==> src/rtl/core/gld_pkg.sv <==
// ----------------------------------------------------------------------------
// gld_pkg
// Shared widths, register codes and the records passed between the front end,
// the back end and the queues of the grid local minimum detector.
// ----------------------------------------------------------------------------
package gld_pkg;

    localparam int COL_W      = 6;
    localparam int ROW_W      = 11;
    localparam int PROW_W     = 10;
    localparam int HGT_W      = 4;
    localparam int RISK_W     = 20;
    localparam int CFG_IDX_W  = 2;
    localparam int CFG_DATA_W = 11;

    localparam logic [COL_W-1:0]  FW_RESET = 6'd63;
    localparam logic [ROW_W-1:0]  FH_RESET = 11'd1024;
    localparam logic [RISK_W-1:0] RISK_MAX = 20'hFFFFF;

    typedef enum logic [CFG_IDX_W-1:0] {
        REG_FRAME_WIDTH  = 2'd0,
        REG_FRAME_HEIGHT = 2'd1
    } cfg_reg_t;

    // classified pixel, front end to back end
    typedef struct packed {
        logic [HGT_W-1:0] height;
        logic [COL_W-1:0] col;
        logic [ROW_W-1:0] row;
        logic             first;   // pixel of row 0
        logic             last;    // last pixel of the frame
    } pix_item_t;

    typedef struct packed {
        logic [COL_W-1:0] wlast;   // effective width minus one
        logic             restart; // register write, frame starts over
    } frame_ctrl_t;

    typedef struct packed {
        logic [PROW_W-1:0] pixel_row;
        logic [COL_W-1:0]  pixel_column;
        logic [HGT_W-1:0]  pixel_height;
        logic              is_low_point;
        logic [RISK_W-1:0] risk_total;
        logic              frame_done;
    } result_t;

endpackage

==> src/rtl/core/grid_local_minimum_detector.sv <==
// ----------------------------------------------------------------------------
// grid_local_minimum_detector
// Finds 4-neighbour local minima of a height map streamed in raster order.
// ----------------------------------------------------------------------------
// Pixels enter through push/full: a request is taken at a clock edge with push
// high and full low. Decisions leave through empty/pop in raster order: the
// head result sits on the result ports while empty is low and is removed at an
// edge with pop high. A pixel's decision comes out when the pixel below it
// arrives; the last pixel of the frame also releases the whole last row, the
// final one flagged frame_done. risk_total carries the running sum of one plus
// height over low points and clears after frame_done.
// Throughput: one pixel per cycle while the result queue has room, set by the
// two-stage decision pipeline over the row stores; the end-of-frame sweep of
// the last row occupies the back end while the front end keeps taking pixels
// until its 4-entry queue fills. A stalled receiver fills the 2-entry result
// queue, then the pipeline and the pixel queue hold, and full rises. Frame
// size writes on the cfg channel (always ready) restart the frame; the user
// must make them only while the block is idle; the block does not enforce it.
// Reset empties both queues and restores 63 x 1024; row stores are not cleared.
// ----------------------------------------------------------------------------
module grid_local_minimum_detector #(
    parameter int MAX_WIDTH  = 63,
    parameter int MAX_HEIGHT = 1024
) (
    input  logic                             clk,
    input  logic                             rst_n,
    input  logic                             cfg_valid,
    output logic                             cfg_ready,
    input  logic [gld_pkg::CFG_IDX_W-1:0]    cfg_index,
    input  logic [gld_pkg::CFG_DATA_W-1:0]   cfg_data,
    input  logic                             push,
    output logic                             full,
    input  logic [gld_pkg::HGT_W-1:0]        height,
    output logic                             empty,
    input  logic                             pop,
    output logic [gld_pkg::PROW_W-1:0]       pixel_row,
    output logic [gld_pkg::COL_W-1:0]        pixel_column,
    output logic [gld_pkg::HGT_W-1:0]        pixel_height,
    output logic                             is_low_point,
    output logic [gld_pkg::RISK_W-1:0]       risk_total,
    output logic                             frame_done
);

    gld_pkg::frame_ctrl_t ctrl;
    gld_pkg::pix_item_t   front_item, back_item;
    gld_pkg::result_t     back_res, head_res;
    logic                 item_push, item_pop, q_empty;
    logic                 res_push, res_full;

    gld_front #(
        .MAX_WIDTH  (MAX_WIDTH),
        .MAX_HEIGHT (MAX_HEIGHT)
    ) u_front (
        .clk        (clk),
        .rst_n      (rst_n),
        .cfg_valid  (cfg_valid),
        .cfg_ready  (cfg_ready),
        .cfg_index  (cfg_index),
        .cfg_data   (cfg_data),
        .pix_valid  (push),
        .pix_height (height),
        .q_full     (full),
        .item_push  (item_push),
        .item       (front_item),
        .ctrl       (ctrl)
    );

    gld_fifo #(
        .WIDTH ($bits(gld_pkg::pix_item_t)),
        .DEPTH (4)
    ) u_item_q (
        .clk   (clk),
        .rst_n (rst_n),
        .push  (item_push),
        .wdata (front_item),
        .full  (full),
        .pop   (item_pop),
        .rdata (back_item),
        .empty (q_empty)
    );

    gld_back #(
        .MAX_WIDTH (MAX_WIDTH)
    ) u_back (
        .clk        (clk),
        .rst_n      (rst_n),
        .ctrl       (ctrl),
        .item_valid (!q_empty),
        .item       (back_item),
        .item_pop   (item_pop),
        .res_full   (res_full),
        .res_push   (res_push),
        .res        (back_res)
    );

    gld_fifo #(
        .WIDTH ($bits(gld_pkg::result_t)),
        .DEPTH (2)
    ) u_res_q (
        .clk   (clk),
        .rst_n (rst_n),
        .push  (res_push),
        .wdata (back_res),
        .full  (res_full),
        .pop   (pop),
        .rdata (head_res),
        .empty (empty)
    );

    assign pixel_row    = head_res.pixel_row;
    assign pixel_column = head_res.pixel_column;
    assign pixel_height = head_res.pixel_height;
    assign is_low_point = head_res.is_low_point;
    assign risk_total   = head_res.risk_total;
    assign frame_done   = head_res.frame_done;

endmodule

==> src/rtl/core/gld_ram.sv <==
// ----------------------------------------------------------------------------
// gld_ram
// Generic single-write, single-read RAM with registered read data.
// A read of the address being written returns the old contents.
// ----------------------------------------------------------------------------
module gld_ram #(
    parameter int WIDTH = 4,
    parameter int DEPTH = 63
) (
    input  logic                                      clk,
    input  logic                                      we,
    input  logic [((DEPTH > 1) ? $clog2(DEPTH) : 1)-1:0] waddr,
    input  logic [WIDTH-1:0]                          wdata,
    input  logic                                      re,
    input  logic [((DEPTH > 1) ? $clog2(DEPTH) : 1)-1:0] raddr,
    output logic [WIDTH-1:0]                          rdata
);

    logic [WIDTH-1:0] mem_reg [DEPTH];
    logic [WIDTH-1:0] rdata_reg;

    always_ff @(posedge clk)
    begin
        if (we)
        begin
            mem_reg[waddr] <= wdata;
        end
        if (re)
        begin
            rdata_reg <= mem_reg[raddr];
        end
    end

    assign rdata = rdata_reg;

endmodule

==> src/rtl/core/gld_fifo.sv <==
// ----------------------------------------------------------------------------
// gld_fifo
// Small register FIFO with full and empty flags; push and pop may coincide.
// ----------------------------------------------------------------------------
module gld_fifo #(
    parameter int WIDTH = 8,
    parameter int DEPTH = 2
) (
    input  logic             clk,
    input  logic             rst_n,
    input  logic             push,
    input  logic [WIDTH-1:0] wdata,
    output logic             full,
    input  logic             pop,
    output logic [WIDTH-1:0] rdata,
    output logic             empty
);

    localparam int PW = (DEPTH > 1) ? $clog2(DEPTH) : 1;
    localparam int CW = $clog2(DEPTH + 1);

    logic [WIDTH-1:0] mem_reg [DEPTH];
    logic [PW-1:0]    wr_ptr_reg, wr_ptr_next;
    logic [PW-1:0]    rd_ptr_reg, rd_ptr_next;
    logic [CW-1:0]    count_reg, count_next;
    logic             do_push, do_pop;

    assign full    = (count_reg == CW'(DEPTH));
    assign empty   = (count_reg == '0);
    assign do_push = push && !full;
    assign do_pop  = pop && !empty;
    assign rdata   = mem_reg[rd_ptr_reg];

    always_comb
    begin
        wr_ptr_next = wr_ptr_reg;
        rd_ptr_next = rd_ptr_reg;
        count_next  = count_reg;
        if (do_push)
        begin
            wr_ptr_next = (wr_ptr_reg == PW'(DEPTH - 1)) ? '0 : wr_ptr_reg + 1'b1;
        end
        if (do_pop)
        begin
            rd_ptr_next = (rd_ptr_reg == PW'(DEPTH - 1)) ? '0 : rd_ptr_reg + 1'b1;
        end
        if (do_push && !do_pop)
        begin
            count_next = count_reg + 1'b1;
        end
        else if (do_pop && !do_push)
        begin
            count_next = count_reg - 1'b1;
        end
    end

    always_ff @(posedge clk or negedge rst_n)
    begin
        if (!rst_n)
        begin
            wr_ptr_reg <= '0;
            rd_ptr_reg <= '0;
            count_reg  <= '0;
        end
        else
        begin
            wr_ptr_reg <= wr_ptr_next;
            rd_ptr_reg <= rd_ptr_next;
            count_reg  <= count_next;
        end
    end

    always_ff @(posedge clk)
    begin
        if (do_push)
        begin
            mem_reg[wr_ptr_reg] <= wdata;
        end
    end

endmodule

==> src/rtl/core/gld_front.sv <==
// ----------------------------------------------------------------------------
// gld_front
// Frame size registers and raster position tracking. Tags each accepted pixel
// with its column and row and marks the first row and the end of the frame.
// ----------------------------------------------------------------------------
module gld_front #(
    parameter int MAX_WIDTH  = 63,
    parameter int MAX_HEIGHT = 1024
) (
    input  logic                             clk,
    input  logic                             rst_n,
    input  logic                             cfg_valid,
    output logic                             cfg_ready,
    input  logic [gld_pkg::CFG_IDX_W-1:0]    cfg_index,
    input  logic [gld_pkg::CFG_DATA_W-1:0]   cfg_data,
    input  logic                             pix_valid,
    input  logic [gld_pkg::HGT_W-1:0]        pix_height,
    input  logic                             q_full,
    output logic                             item_push,
    output gld_pkg::pix_item_t               item,
    output gld_pkg::frame_ctrl_t             ctrl
);

    // frame_height is 11 bits wide, so no clamp above 2047 ever applies
    localparam int HCLAMP = (MAX_HEIGHT > 2047) ? 2047 : MAX_HEIGHT;

    logic [gld_pkg::COL_W-1:0] fw_reg, fw_next;
    logic [gld_pkg::ROW_W-1:0] fh_reg, fh_next;
    logic [gld_pkg::COL_W-1:0] col_reg, col_next;
    logic [gld_pkg::ROW_W-1:0] row_reg, row_next;
    logic [gld_pkg::COL_W-1:0] wlast;
    logic [gld_pkg::ROW_W-1:0] hlast;
    logic                      last;
    logic                      cfg_hit;

    assign cfg_ready = 1'b1;

    always_comb
    begin
        if (fw_reg == '0)
        begin
            wlast = '0;
        end
        else if (fw_reg > gld_pkg::COL_W'(MAX_WIDTH))
        begin
            wlast = gld_pkg::COL_W'(MAX_WIDTH - 1);
        end
        else
        begin
            wlast = fw_reg - 1'b1;
        end

        if (fh_reg == '0)
        begin
            hlast = '0;
        end
        else if (fh_reg > gld_pkg::ROW_W'(HCLAMP))
        begin
            hlast = gld_pkg::ROW_W'(HCLAMP - 1);
        end
        else
        begin
            hlast = fh_reg - 1'b1;
        end
    end

    assign last      = (col_reg == wlast) && (row_reg >= hlast);
    assign item_push = pix_valid && !q_full;

    always_comb
    begin
        item.height = pix_height;
        item.col    = col_reg;
        item.row    = row_reg;
        item.first  = (row_reg == '0);
        item.last   = last;
    end

    always_comb
    begin
        fw_next  = fw_reg;
        fh_next  = fh_reg;
        col_next = col_reg;
        row_next = row_reg;
        cfg_hit  = 1'b0;

        if (cfg_valid)
        begin
            unique case (gld_pkg::cfg_reg_t'(cfg_index))
                gld_pkg::REG_FRAME_WIDTH:
                begin
                    fw_next = cfg_data[gld_pkg::COL_W-1:0];
                    cfg_hit = 1'b1;
                end
                gld_pkg::REG_FRAME_HEIGHT:
                begin
                    fh_next = cfg_data;
                    cfg_hit = 1'b1;
                end
                default:
                begin
                    cfg_hit = 1'b0;
                end
            endcase
        end

        if (cfg_hit)
        begin
            col_next = '0;
            row_next = '0;
        end
        else if (item_push)
        begin
            priority if (last)
            begin
                col_next = '0;
                row_next = '0;
            end
            else if (col_reg == wlast)
            begin
                col_next = '0;
                row_next = row_reg + 1'b1;
            end
            else
            begin
                col_next = col_reg + 1'b1;
            end
        end
    end

    always_comb
    begin
        ctrl.wlast   = wlast;
        ctrl.restart = cfg_hit;
    end

    always_ff @(posedge clk or negedge rst_n)
    begin
        if (!rst_n)
        begin
            fw_reg  <= gld_pkg::FW_RESET;
            fh_reg  <= gld_pkg::FH_RESET;
            col_reg <= '0;
            row_reg <= '0;
        end
        else
        begin
            fw_reg  <= fw_next;
            fh_reg  <= fh_next;
            col_reg <= col_next;
            row_reg <= row_next;
        end
    end

endmodule

==> src/rtl/core/gld_back.sv <==
// ----------------------------------------------------------------------------
// gld_back
// Two-stage decision pipeline over the two row stores. Stage one addresses the
// stores, stage two compares against the neighbours, updates the stores and the
// risk total, and hands the decision to the result queue. At the end of a frame
// a sweep walks the last row and decides it without a lower neighbour.
// ----------------------------------------------------------------------------
module gld_back #(
    parameter int MAX_WIDTH = 63
) (
    input  logic                 clk,
    input  logic                 rst_n,
    input  gld_pkg::frame_ctrl_t ctrl,
    input  logic                 item_valid,
    input  gld_pkg::pix_item_t   item,
    output logic                 item_pop,
    input  logic                 res_full,
    output logic                 res_push,
    output gld_pkg::result_t     res
);

    localparam int AW = (MAX_WIDTH > 1) ? $clog2(MAX_WIDTH) : 1;

    typedef struct packed {
        logic                        emit;
        logic                        is_item;
        logic                        first;
        logic                        has_up;
        logic                        has_down;
        logic                        done;
        logic [gld_pkg::COL_W-1:0]   col;
        logic [gld_pkg::COL_W-1:0]   col_b;
        logic [gld_pkg::ROW_W-1:0]   row;
        logic [gld_pkg::HGT_W-1:0]   h;
    } op_t;

    // store write that happened at the edge the stage-two read was taken
    typedef struct packed {
        logic                        mid_we;
        logic                        up_we;
        logic [gld_pkg::COL_W-1:0]   addr;
        logic [gld_pkg::HGT_W-1:0]   mid_data;
        logic [gld_pkg::HGT_W-1:0]   up_data;
    } fwd_t;

    typedef enum logic [1:0] {
        ST_RUN   = 2'b01,
        ST_FLUSH = 2'b10
    } back_state_t;

    back_state_t               state_reg, state_next;
    logic [gld_pkg::COL_W-1:0] flush_x_reg, flush_x_next;
    logic [gld_pkg::ROW_W-1:0] flush_row_reg, flush_row_next;
    logic                      s1_valid_reg, s1_valid_next;
    logic                      s2_valid_reg;
    op_t                       s1_op_reg, s1_load;
    op_t                       s2_op_reg;
    op_t                       item_op, flush_op;
    fwd_t                      fwd_reg, fwd_next;
    logic [gld_pkg::HGT_W-1:0] left_reg;
    logic [gld_pkg::RISK_W-1:0] risk_reg, risk_next, risk_new, risk_sat;
    logic [gld_pkg::RISK_W:0]  risk_sum;

    logic                      adv, fire;
    logic [gld_pkg::HGT_W-1:0] mid_a_rd, mid_b_rd, up_rd;
    logic [gld_pkg::HGT_W-1:0] mid, right, up;
    logic                      has_left, has_right, low;
    logic                      mid_we, up_we;

    assign adv  = !s2_valid_reg || !res_full;
    assign fire = s2_valid_reg && adv;

    // ---------------- stage one load ----------------
    always_comb
    begin
        item_op.emit     = !item.first;
        item_op.is_item  = 1'b1;
        item_op.first    = item.first;
        item_op.has_up   = (item.row >= gld_pkg::ROW_W'(2));
        item_op.has_down = 1'b1;
        item_op.done     = 1'b0;
        item_op.col      = item.col;
        item_op.col_b    = (item.col != ctrl.wlast) ? item.col + 1'b1 : item.col;
        item_op.row      = item.row - 1'b1;
        item_op.h        = item.height;

        flush_op.emit     = 1'b1;
        flush_op.is_item  = 1'b0;
        flush_op.first    = 1'b0;
        flush_op.has_up   = (flush_row_reg != '0);
        flush_op.has_down = 1'b0;
        flush_op.done     = (flush_x_reg == ctrl.wlast);
        flush_op.col      = flush_x_reg;
        flush_op.col_b    = (flush_x_reg != ctrl.wlast) ? flush_x_reg + 1'b1 : flush_x_reg;
        flush_op.row      = flush_row_reg;
        flush_op.h        = '0;
    end

    always_comb
    begin
        state_next     = state_reg;
        flush_x_next   = flush_x_reg;
        flush_row_next = flush_row_reg;
        s1_valid_next  = s1_valid_reg;
        s1_load        = item_op;
        item_pop       = 1'b0;

        unique case (state_reg)
            ST_RUN:
            begin
                s1_load = item_op;
                if (adv)
                begin
                    s1_valid_next = item_valid;
                    item_pop      = item_valid;
                    if (item_valid && item.last)
                    begin
                        state_next     = ST_FLUSH;
                        flush_x_next   = '0;
                        flush_row_next = item.row;
                    end
                end
            end
            ST_FLUSH:
            begin
                s1_load = flush_op;
                if (adv)
                begin
                    s1_valid_next = 1'b1;
                    if (flush_x_reg == ctrl.wlast)
                    begin
                        state_next = ST_RUN;
                    end
                    else
                    begin
                        flush_x_next = flush_x_reg + 1'b1;
                    end
                end
            end
            default:
            begin
                state_next = ST_RUN;
            end
        endcase
    end

    // ---------------- row stores ----------------
    // middle row kept twice so the pixel and its right neighbour read together
    gld_ram #(
        .WIDTH (gld_pkg::HGT_W),
        .DEPTH (MAX_WIDTH)
    ) u_mid_a_ram (
        .clk   (clk),
        .we    (mid_we),
        .waddr (s2_op_reg.col[AW-1:0]),
        .wdata (s2_op_reg.h),
        .re    (adv),
        .raddr (s1_op_reg.col[AW-1:0]),
        .rdata (mid_a_rd)
    );

    gld_ram #(
        .WIDTH (gld_pkg::HGT_W),
        .DEPTH (MAX_WIDTH)
    ) u_mid_b_ram (
        .clk   (clk),
        .we    (mid_we),
        .waddr (s2_op_reg.col[AW-1:0]),
        .wdata (s2_op_reg.h),
        .re    (adv),
        .raddr (s1_op_reg.col_b[AW-1:0]),
        .rdata (mid_b_rd)
    );

    gld_ram #(
        .WIDTH (gld_pkg::HGT_W),
        .DEPTH (MAX_WIDTH)
    ) u_up_ram (
        .clk   (clk),
        .we    (up_we),
        .waddr (s2_op_reg.col[AW-1:0]),
        .wdata (mid),
        .re    (adv),
        .raddr (s1_op_reg.col[AW-1:0]),
        .rdata (up_rd)
    );

    // ---------------- stage two decide ----------------
    always_comb
    begin
        mid   = (fwd_reg.mid_we && fwd_reg.addr == s2_op_reg.col)   ? fwd_reg.mid_data : mid_a_rd;
        right = (fwd_reg.mid_we && fwd_reg.addr == s2_op_reg.col_b) ? fwd_reg.mid_data : mid_b_rd;
        up    = (fwd_reg.up_we && fwd_reg.addr == s2_op_reg.col)    ? fwd_reg.up_data  : up_rd;

        has_left  = (s2_op_reg.col != '0);
        has_right = (s2_op_reg.col != ctrl.wlast);

        low = !(s2_op_reg.has_up && up <= mid)
           && !(has_left && left_reg <= mid)
           && !(has_right && right <= mid)
           && !(s2_op_reg.has_down && s2_op_reg.h <= mid);

        risk_sum = {1'b0, risk_reg} + (gld_pkg::RISK_W + 1)'(mid) + 1'b1;
        risk_sat = risk_sum[gld_pkg::RISK_W] ? gld_pkg::RISK_MAX : risk_sum[gld_pkg::RISK_W-1:0];
        risk_new = low ? risk_sat : risk_reg;

        mid_we = fire && s2_op_reg.is_item;
        up_we  = fire && s2_op_reg.is_item && !s2_op_reg.first;

        res_push         = fire && s2_op_reg.emit;
        res.pixel_row    = s2_op_reg.row[gld_pkg::PROW_W-1:0];
        res.pixel_column = s2_op_reg.col;
        res.pixel_height = mid;
        res.is_low_point = low;
        res.risk_total   = risk_new;
        res.frame_done   = s2_op_reg.done;

        risk_next = risk_reg;
        if (ctrl.restart)
        begin
            risk_next = '0;
        end
        else if (res_push)
        begin
            risk_next = s2_op_reg.done ? '0 : risk_new;
        end

        fwd_next          = fwd_reg;
        if (adv)
        begin
            fwd_next.mid_we   = mid_we;
            fwd_next.up_we    = up_we;
            fwd_next.addr     = s2_op_reg.col;
            fwd_next.mid_data = s2_op_reg.h;
            fwd_next.up_data  = mid;
        end
    end

    always_ff @(posedge clk or negedge rst_n)
    begin
        if (!rst_n)
        begin
            state_reg     <= ST_RUN;
            flush_x_reg   <= '0;
            flush_row_reg <= '0;
            s1_valid_reg  <= 1'b0;
            s2_valid_reg  <= 1'b0;
            risk_reg      <= '0;
            fwd_reg       <= '0;
        end
        else
        begin
            state_reg     <= state_next;
            flush_x_reg   <= flush_x_next;
            flush_row_reg <= flush_row_next;
            s1_valid_reg  <= s1_valid_next;
            if (adv)
            begin
                s2_valid_reg <= s1_valid_reg;
            end
            risk_reg      <= risk_next;
            fwd_reg       <= fwd_next;
        end
    end

    always_ff @(posedge clk)
    begin
        if (adv)
        begin
            s1_op_reg <= s1_load;
            s2_op_reg <= s1_op_reg;
        end
        if (fire)
        begin
            left_reg <= mid;
        end
    end

endmodule

==> config.mk <==
export PLATFORM = sky130hd
export DESIGN_NAME = grid_local_minimum_detector
export DESIGN_NICKNAME = d
export VERILOG_FILES = /design/src/rtl/core/gld_pkg.sv /design/src/rtl/core/grid_local_minimum_detector.sv /design/src/rtl/core/gld_ram.sv /design/src/rtl/core/gld_fifo.sv /design/src/rtl/core/gld_front.sv /design/src/rtl/core/gld_back.sv
export SDC_FILE = /design/constraint.sdc
export NUM_CORES = 1
export LEC_CHECK = 0
export BUFFER_PORTS_ARGS = -buffer_cell sky130_fd_sc_hd__buf_2
export CAP_MARGIN = 20
export CORE_MARGIN = 4
export CORE_UTILIZATION = 55
export CTS_BUF_LIST = sky130_fd_sc_hd__clkbuf_4
export CTS_CLUSTER_SIZE = 40
export DETAILED_ROUTE_END_ITERATION = 8
export GPL_TIMING_DRIVEN = 1
export PLACE_DENSITY = 0.74
export SETUP_SLACK_MARGIN = 0.15
export SKIP_LAST_GASP = 1
export SLEW_MARGIN = 30
export SYNTH_ARGS = -nofsm -noshare
export SYNTH_HDL_FRONTEND = slang
export SYNTH_SLANG_ARGS = --single-unit
export TNS_END_PERCENT = 50
==> constraint.sdc <==
create_clock -name clk -period 4.3 [get_ports clk]
set_clock_uncertainty 0.2 [all_clocks]
set_input_delay 0.43 -clock clk [delete_from_list [all_inputs] [get_ports clk]]
set_output_delay 0.43 -clock clk [all_outputs]
set_load 0.05 [all_outputs]
==> results.ini, run 1 <==
[setup_path]
path_max_fanout=9
cp.required_ns=4.90
end_kind=register
rr_endpoint=u_res_q.mem_reg[1][9]$_DFFE_PP_
worstPathArrival_ns=4.67
critPathKind=register to register
r2r-start=u_back.fwd_reg[9]$_DFFE_PN0N_
reg2reg_depth=16
crit_path_start_kind=register
rrSetupSlack_ns=0.22

[clock_tree]
clk_latency_ns=1.07
clk_pin_slew_ns=0.07
cts_max_level=4
numCtsBuffers=206
clk_path_buf_depth=3
tritoncts=yes
clk_root_buffer_cell=clkbuf_4
cts.sinks=860

[power_and_ir_drop]
ir_drop_v=0.000410
power.density_mw_per_mm2=741
leakagePower_nw=15.2
finalPower_mw=32.4

[drt]
wire_per_inst_um=23.6
drc=0
ant_nets=0
totalWireLength_um=87200
drt_iter0_markers=2411
routed_via_density=6.11
drt-pass1-iter-count=7
num_vias=22559

[layout]
area_delta_synth_final_pct=13.8
final_cell_mix=edfxtp_1 (758), clkbuf_4 (293), mux4_2 (262), nor2_1 (190), nand2_1 (167)
fin_util_pct=63.4
nets=2661
stdcell_area_sq_mm=0.0437
final_cells=3690
final_common_cell=edfxtp_1
drive_gt1_share_pct=32.7

[global_route]
grt_overflow_total=0
grt_antenna_before_repair=8
gr-usage-all-layers_pct=23.7
grt_pass1_wl_um=134000
grt_max_degree=93
grt_pass1_vias=22855

[logic_synthesis]
synth_compound_area_share_pct=3.94
yosysUniqueCellTypes=91
yosys.area_share.simple_pct=6.65
synth_ff_type=edfxtp_1
syn_avg_cell_area_sq_um=16.6
synth_mux_area_share_pct=18.5
async_flop_share_pct=11.9
synth_edf_count=758
synth_cells=2315
synth.cell_area_sq_mm=0.0384
synthAdderAreaFrac_pct=1.61
synth_xor_area_share_pct=1.48
synth_seq_cells=860
synth_warnings=0
ys_seq_area_share_pct=65.9
synth_top_family_by_area=multiplexers

[worst_hold_path]
hold_start=pop
whs_path_depth=4
hold_end=u_res_q.rd_ptr_reg$_DFFE_PN0P_
hp-class=primary input to register

[sta]
slew_violations=0
timing.final.crit_share_pct=94.8
hold_viol_final=0
setup_tns_ns=0
min_period_ns=4.08
grt_setup_unrepaired=no
max-slew-margin-rel_pct=36.7
setup_viol=0
worst_slew_pin_slew_ns=0.949
fmax_mhz=245

[floorplan]
core_sq_mm=0.0689
dieArea_sq_mm=0.0742
io_pins=67
die_h_um=272
die_w_um=272
row_count=96
start_util_pct=55.7

[placement]
gp_congestion=0.885
port_buffers=65
dpl-instance-area_sq_mm=0.0401
place_inst=3244
dp.final_hpwl_um=54800

[run_status]
status=finished, final reports clean

[job]
maxCapViolations=0

cells by family after synthesis:
| family | after synthesis |
|---|---|
| muxes | 373 |
| DFF | 860 |
| and+or+nand+nor | 548 |
| buffers and inverters | 185 |
| xor gates and xnor gates | 65 |
| AOI/OAI and AO/OA | 234 |
| other | 1 |
| adders and majority gates | 49 |
metal layers:
metal / track usage [%] / up-vias / part of all wire (%)
met5: 0 / - / 0.020
met4: 9.38 / 2 / 3.3
met3: 5.29 / 209 / 7.9
met2: 37.7 / 1072 / 49
met1: 32.4 / 11436 / 40
li1: - / 9840 / -
synth_stat cells (all sizes together), types with 12 or more instances:
cell type	count	share of area, %
edfxtp	758	59
nand3	34	0.47
mux4	262	15
and2	22	0.36
nor3	16	0.22
xnor2	34	0.77
xor2	31	0.71
nand2	169	1.7
inv	47	0.46
clkbuf	96	0.94
o21ai	85	1.1
mux2	81	2.4
ha	46	1.5
mux2i	30	0.79
and3	22	0.36
a21oi	49	0.64
buf	40	0.48
nor2	198	2.0
nand2b	12	0.20
dfrtp	94	6.1
worst max-delay path by stage:
stage | from | end | depth (start not counted)
floorplan | u_back.res[29]$_DFFE_PN_ | u_res_q.mem_reg[0][9]$_DFFE_PP_ | 14
global placement | u_back.fwd_reg[9]$_DFFE_PN0N_ | u_back.risk_reg[5]$_DFFE_PN0P_ | 15
detailed placement | u_back.fwd_reg[9]$_DFFE_PN0N_ | u_back.risk_reg[5]$_DFFE_PN0P_ | 15
CTS | u_front.fh_reg[3]$_DFFE_PN0P_ | u_front.row_reg[7]$_DFFE_PN0P_ | 16
global route | u_back.fwd_reg[9]$_DFFE_PN0N_ | u_res_q.mem_reg[1][10]$_DFFE_PP_ | 14
finish | u_back.fwd_reg[9]$_DFFE_PN0N_ | u_res_q.mem_reg[1][9]$_DFFE_PP_ | 16
power by group:
group | leakage (nW) | internal, mW | switching (mW)
registers | 8.22 | 11.8 | 1.02
logic | 5.35 | 5.12 | 7.57
clock network | 1.62 | 3.70 | 3.22
total | 15.2 | 20.6 | 11.8
worst max-delay path: stages, from the launching register on:
cell        delay, ns
dfrtp_1          0.41
xor2_1           0.19
nand4bb_4        0.28
nor2_8           0.23
mux2i_4          0.33
clkinvlp_4       0.19
buf_4            0.17
ha_4             0.26
nand3_1          0.09
a2bb2oi_2        0.17
o21ai_0          0.10
o31ai_1          0.24
o21ai_1          0.16
o211a_4          0.22
and3_4           0.24
nand2_2          0.08
mux2_4           0.30
through the flow:
| stage | setup slack (ns) | hold slack (ns) |
|---|---|---|
| floorplan | -0.0687 | -0.0656 |
| global placement | 0.0352 | 0.202 |
| detailed placement | -0.159 | 0.205 |
| CTS | 0.152 | 0.0339 |
| global route | 0.112 | 0.107 |
| finish | 0.224 | 0.127 |
area by class of cell:
cell class,count,area [sq um]
flip-flops and latches,860,25300
fillers,4889,25200
multi-input cells,1276,12700
clock buffers,293,2200
repair buffers,199,1580
well taps,931,1160
clock inverters,76,579
inverters,49,189
diodes,6,15.0
timing repair:
item / in CTS / in global routing
cloned: 0 / 6
hold endpoints to repair: 160 / 0
gates resized for setup: 9 / 32
pin swaps: 0 / 6
hold buffers: 49 / 0
endpoints found under the setup margin: 51 / 72
buffers inserted: 0 / 16
(Power assumes the default switching activity.)
==> inputs of run 2 (changes only) <==
Settings changed: CORE_MARGIN 4 to 2, REMOVE_ABC_BUFFERS set to 1, SYNTH_HIERARCHICAL set to 1.
==> run 2 against run 1 <==
Against the previous run:
- utilization is 1.1 points lower
- wire length is 20% higher
- highest routed layer is now met4
- cell area is 24% higher
- die area is 21% higher
==> results.ini, run 2 <==
[global_route]
use_met2_pct=39.5
grt_pass1_vias=28716
use_met1_pct=29.9
grt_overflow_total=0
gr-usage-all-layers_pct=23.4
grt.busiest_layer=met2
met3_usage_pct=4.84
grt_max_degree=99
grt_antenna_before_repair=2
grt_pass1_wl_um=161000

[sta]
setup_viol=0
hold_viol_final=0
min_period_ns=4.13
grt_setup_unrepaired=yes
fmax_mhz=242
worst_slew_pin_slew_ns=1.02
timing.final.crit_share_pct=96.1
max-slew-margin-rel_pct=32.3
setup_tns_ns=0
worst_slack_ns=0.168
slew_violations=0

[logic_synthesis]
synth_warnings=6
ys_seq_area_share_pct=68.4
synth_mux_area_share_pct=13.3
synth_area_leaders=edfxtp_1 (63%), mux4_2 (8.0%), dfrtp_1 (4.9%)
synth_ff_type=edfxtp_1
yosys.area.top_type=edfxtp_1
synth_xor_area_share_pct=1.24
async_flop_share_pct=9.17
yosysUniqueCellTypes=108
synth_seq_cells=1112
syn_avg_cell_area_sq_um=16.6
yosys.area_share.simple_pct=8.16
synth_top_area_share_pct=63.1
synth_edf_count=1010
yosys.cell_count.top_type=edfxtp_1
synth.cell_area_sq_mm=0.0481
synth_top_family_by_area=multiplexers
yosys-top-cells-count=edfxtp_1 (1010), nor2_1 (262), mux4_2 (170)
synth_cells=2891
synth_compound_area_share_pct=4.86
synthAdderAreaFrac_pct=1.18

[layout]
nets=3316
fill_cells=6167
final_cell_mix=edfxtp_1 (1010), clkbuf_4 (407), nor2_1 (260), mux4_2 (170), nand2_1 (163)
area_delta_synth_final_pct=12.4
drive_gt1_share_pct=28.8
final_common_cell=edfxtp_1
stdcell_area_sq_mm=0.0541

[floorplan]
dieArea_sq_mm=0.0898
die_w_um=300
io_pins=67
core_sq_mm=0.0868
start_util_pct=55.4
die_h_um=300
row_count=108

[job]
maxCapViolations=0

[setup_path]
crit_path_start=u_back/fwd_reg[9]$_DFFE_PN0N_
critPathKind=register to register
r2r-start=u_back/fwd_reg[9]$_DFFE_PN0N_
cp_num_buf_inv=4
crit_path_start_kind=register
path_max_fanout=7
path_cells=buf_4 > xnor2_2 > and4_1 > buf_4 > nand2_2 > mux2_2 > ha_1 > nand2_1 > a21oi_1 > a41oi_1 > a21oi_1 > o32ai_4 > buf_4 > nor3_4 > buf_4 > mux2_2
worstPathArrival_ns=4.82
cpMaxStageDelayCell=dfrtp_1
end_kind=register
critPathTopFamily=simple AND/OR/NAND/NOR gates
cp_common_cell=buf_4
cpPeakStageDelay_ns=0.39
cp.required_ns=4.99

[placement]
gp_congestion=0.895
dpl-instance-area_sq_mm=0.0495
port_buffers=65
dp.final_hpwl_um=65000
place_ws_ns=-0.0281

[worst_hold_path]
hold_start=cfg_index[0]
hp-class=primary input to register

[drt]
drt_iter0_markers=2684
wire_per_inst_um=22.7
ant_nets=0
totalWireLength_um=104000
routed_via_density=6.03
drc=0
num_vias=27772
drt-pass1-iter-count=6

[clock_tree]
clk_pin_slew_ns=0.08
cts_max_level=5
clk_latency_ns=1.16
clk_root_buffer_cell=clkbuf_4
cts.sinks=1112
numCtsBuffers=294
tritoncts=yes
clk_path_buf_depth=4

[run_status]
status=finished, final reports clean

[power_and_ir_drop]
ir_drop_v=0.000482
leakagePower_nw=18.8
power.density_mw_per_mm2=733

==> run 2: changes by cell type after synthesis, moves of 28 or more <==
cell	delta
nor2_1	+67
clkbuf_1	-28
mux2_4	+41
nand3_1	+30
edfxtp_1	+252
mux4_1	+33
mux4_2	-92
buf_4	+35
nor2b_1	+35
==> run 2: where the power goes <==
group | internal [mW] | switching, mW
Clock | 4.66 | 4.05
Sequential | 15.0 | 1.14
Combinational | 5.56 | 9.23
Total | 25.2 | 14.4
==> run 2: area by class of cell <==
cell class | count | area [sq um] | area share [%]
tap | 1155 | 1450 | 2.67
multi-input combinational | 1562 | 14100 | 26.2
sequential | 1112 | 32900 | 60.9
inverter | 45 | 173 | 0.319
clock buffer | 407 | 3060 | 5.65
clock inverter | 80 | 453 | 0.838
timing repair buffer | 235 | 1880 | 3.47
antenna | 6 | 15.0 | 0.0278
==> run 2: kinds of logic after synthesis <==
group,count (synthesis)
muxes,344
other,1
buffers and inverters,220
AOI/OAI and AO/OA,320
xor gates and xnor gates,68
DFF,1112
adders and majority gates,45
and+or+nand+nor,781
==> run 2: routing by layer <==
layer	up-vias	share of wire, %
li1	12289	-
met1	13946	39
met2	1284	51
met3	253	7.2
met4	0	3.0
met5	-	0
==> run 2: worst paths after layout <==
check	end	slack, ns	cells past startpoint
hold reg to reg	u_back/s2_op_reg[30]$_DFFE_PN_	0.21	0
setup / recovery	u_res_q/mem_reg[1][5]$_DFFE_PP_	0.17	16
max in group asynchronous	u_back/state_reg[0]$_DFFE_PN1P_	3.16	4
setup reg to reg	u_res_q/mem_reg[1][5]$_DFFE_PP_	0.17	16
min in group asynchronous	u_front/fw_reg[4]$_DFFE_PN1P_	0.31	3
hold / removal	u_front/fw_reg[3]$_DFFE_PN1P_	0.19	4
==> run 2: tightest hold or removal path: cells and delay by family <==
family	cells	cell delay (ns)
buffers and inverters	2	0.64
multiplexers	1	0.26
AND/OR/NAND/NOR	1	0.12
==> run 2: timing repair <==
| item | in CTS | in global routing |
|---|---|---|
| cloned | 0 | 2 |
| resized for setup | 9 | 47 |
| hold buffers | 52 | 0 |
| endpoints found under the setup margin | 39 | 58 |
| buffers inserted | 0 | 12 |
| pin swaps | 0 | 21 |
| hold endpoints to repair | 156 | 0 |
==> run 2: per-stage QoR <==
step	hold WS (ns)	util [%]	cells	power, mW
2_1_floorplan	-0.0656	-	2717	25.9
3_5_place_dp	0.206	57.1	4042	30.5
3_3_place_gp	0.204	57.1	4040	29.9
6_report	0.194	62.3	4602	39.6
5_1_grt	0.118	62.3	4602	41.6
4_1_cts	0.0732	61.8	4581	39.4
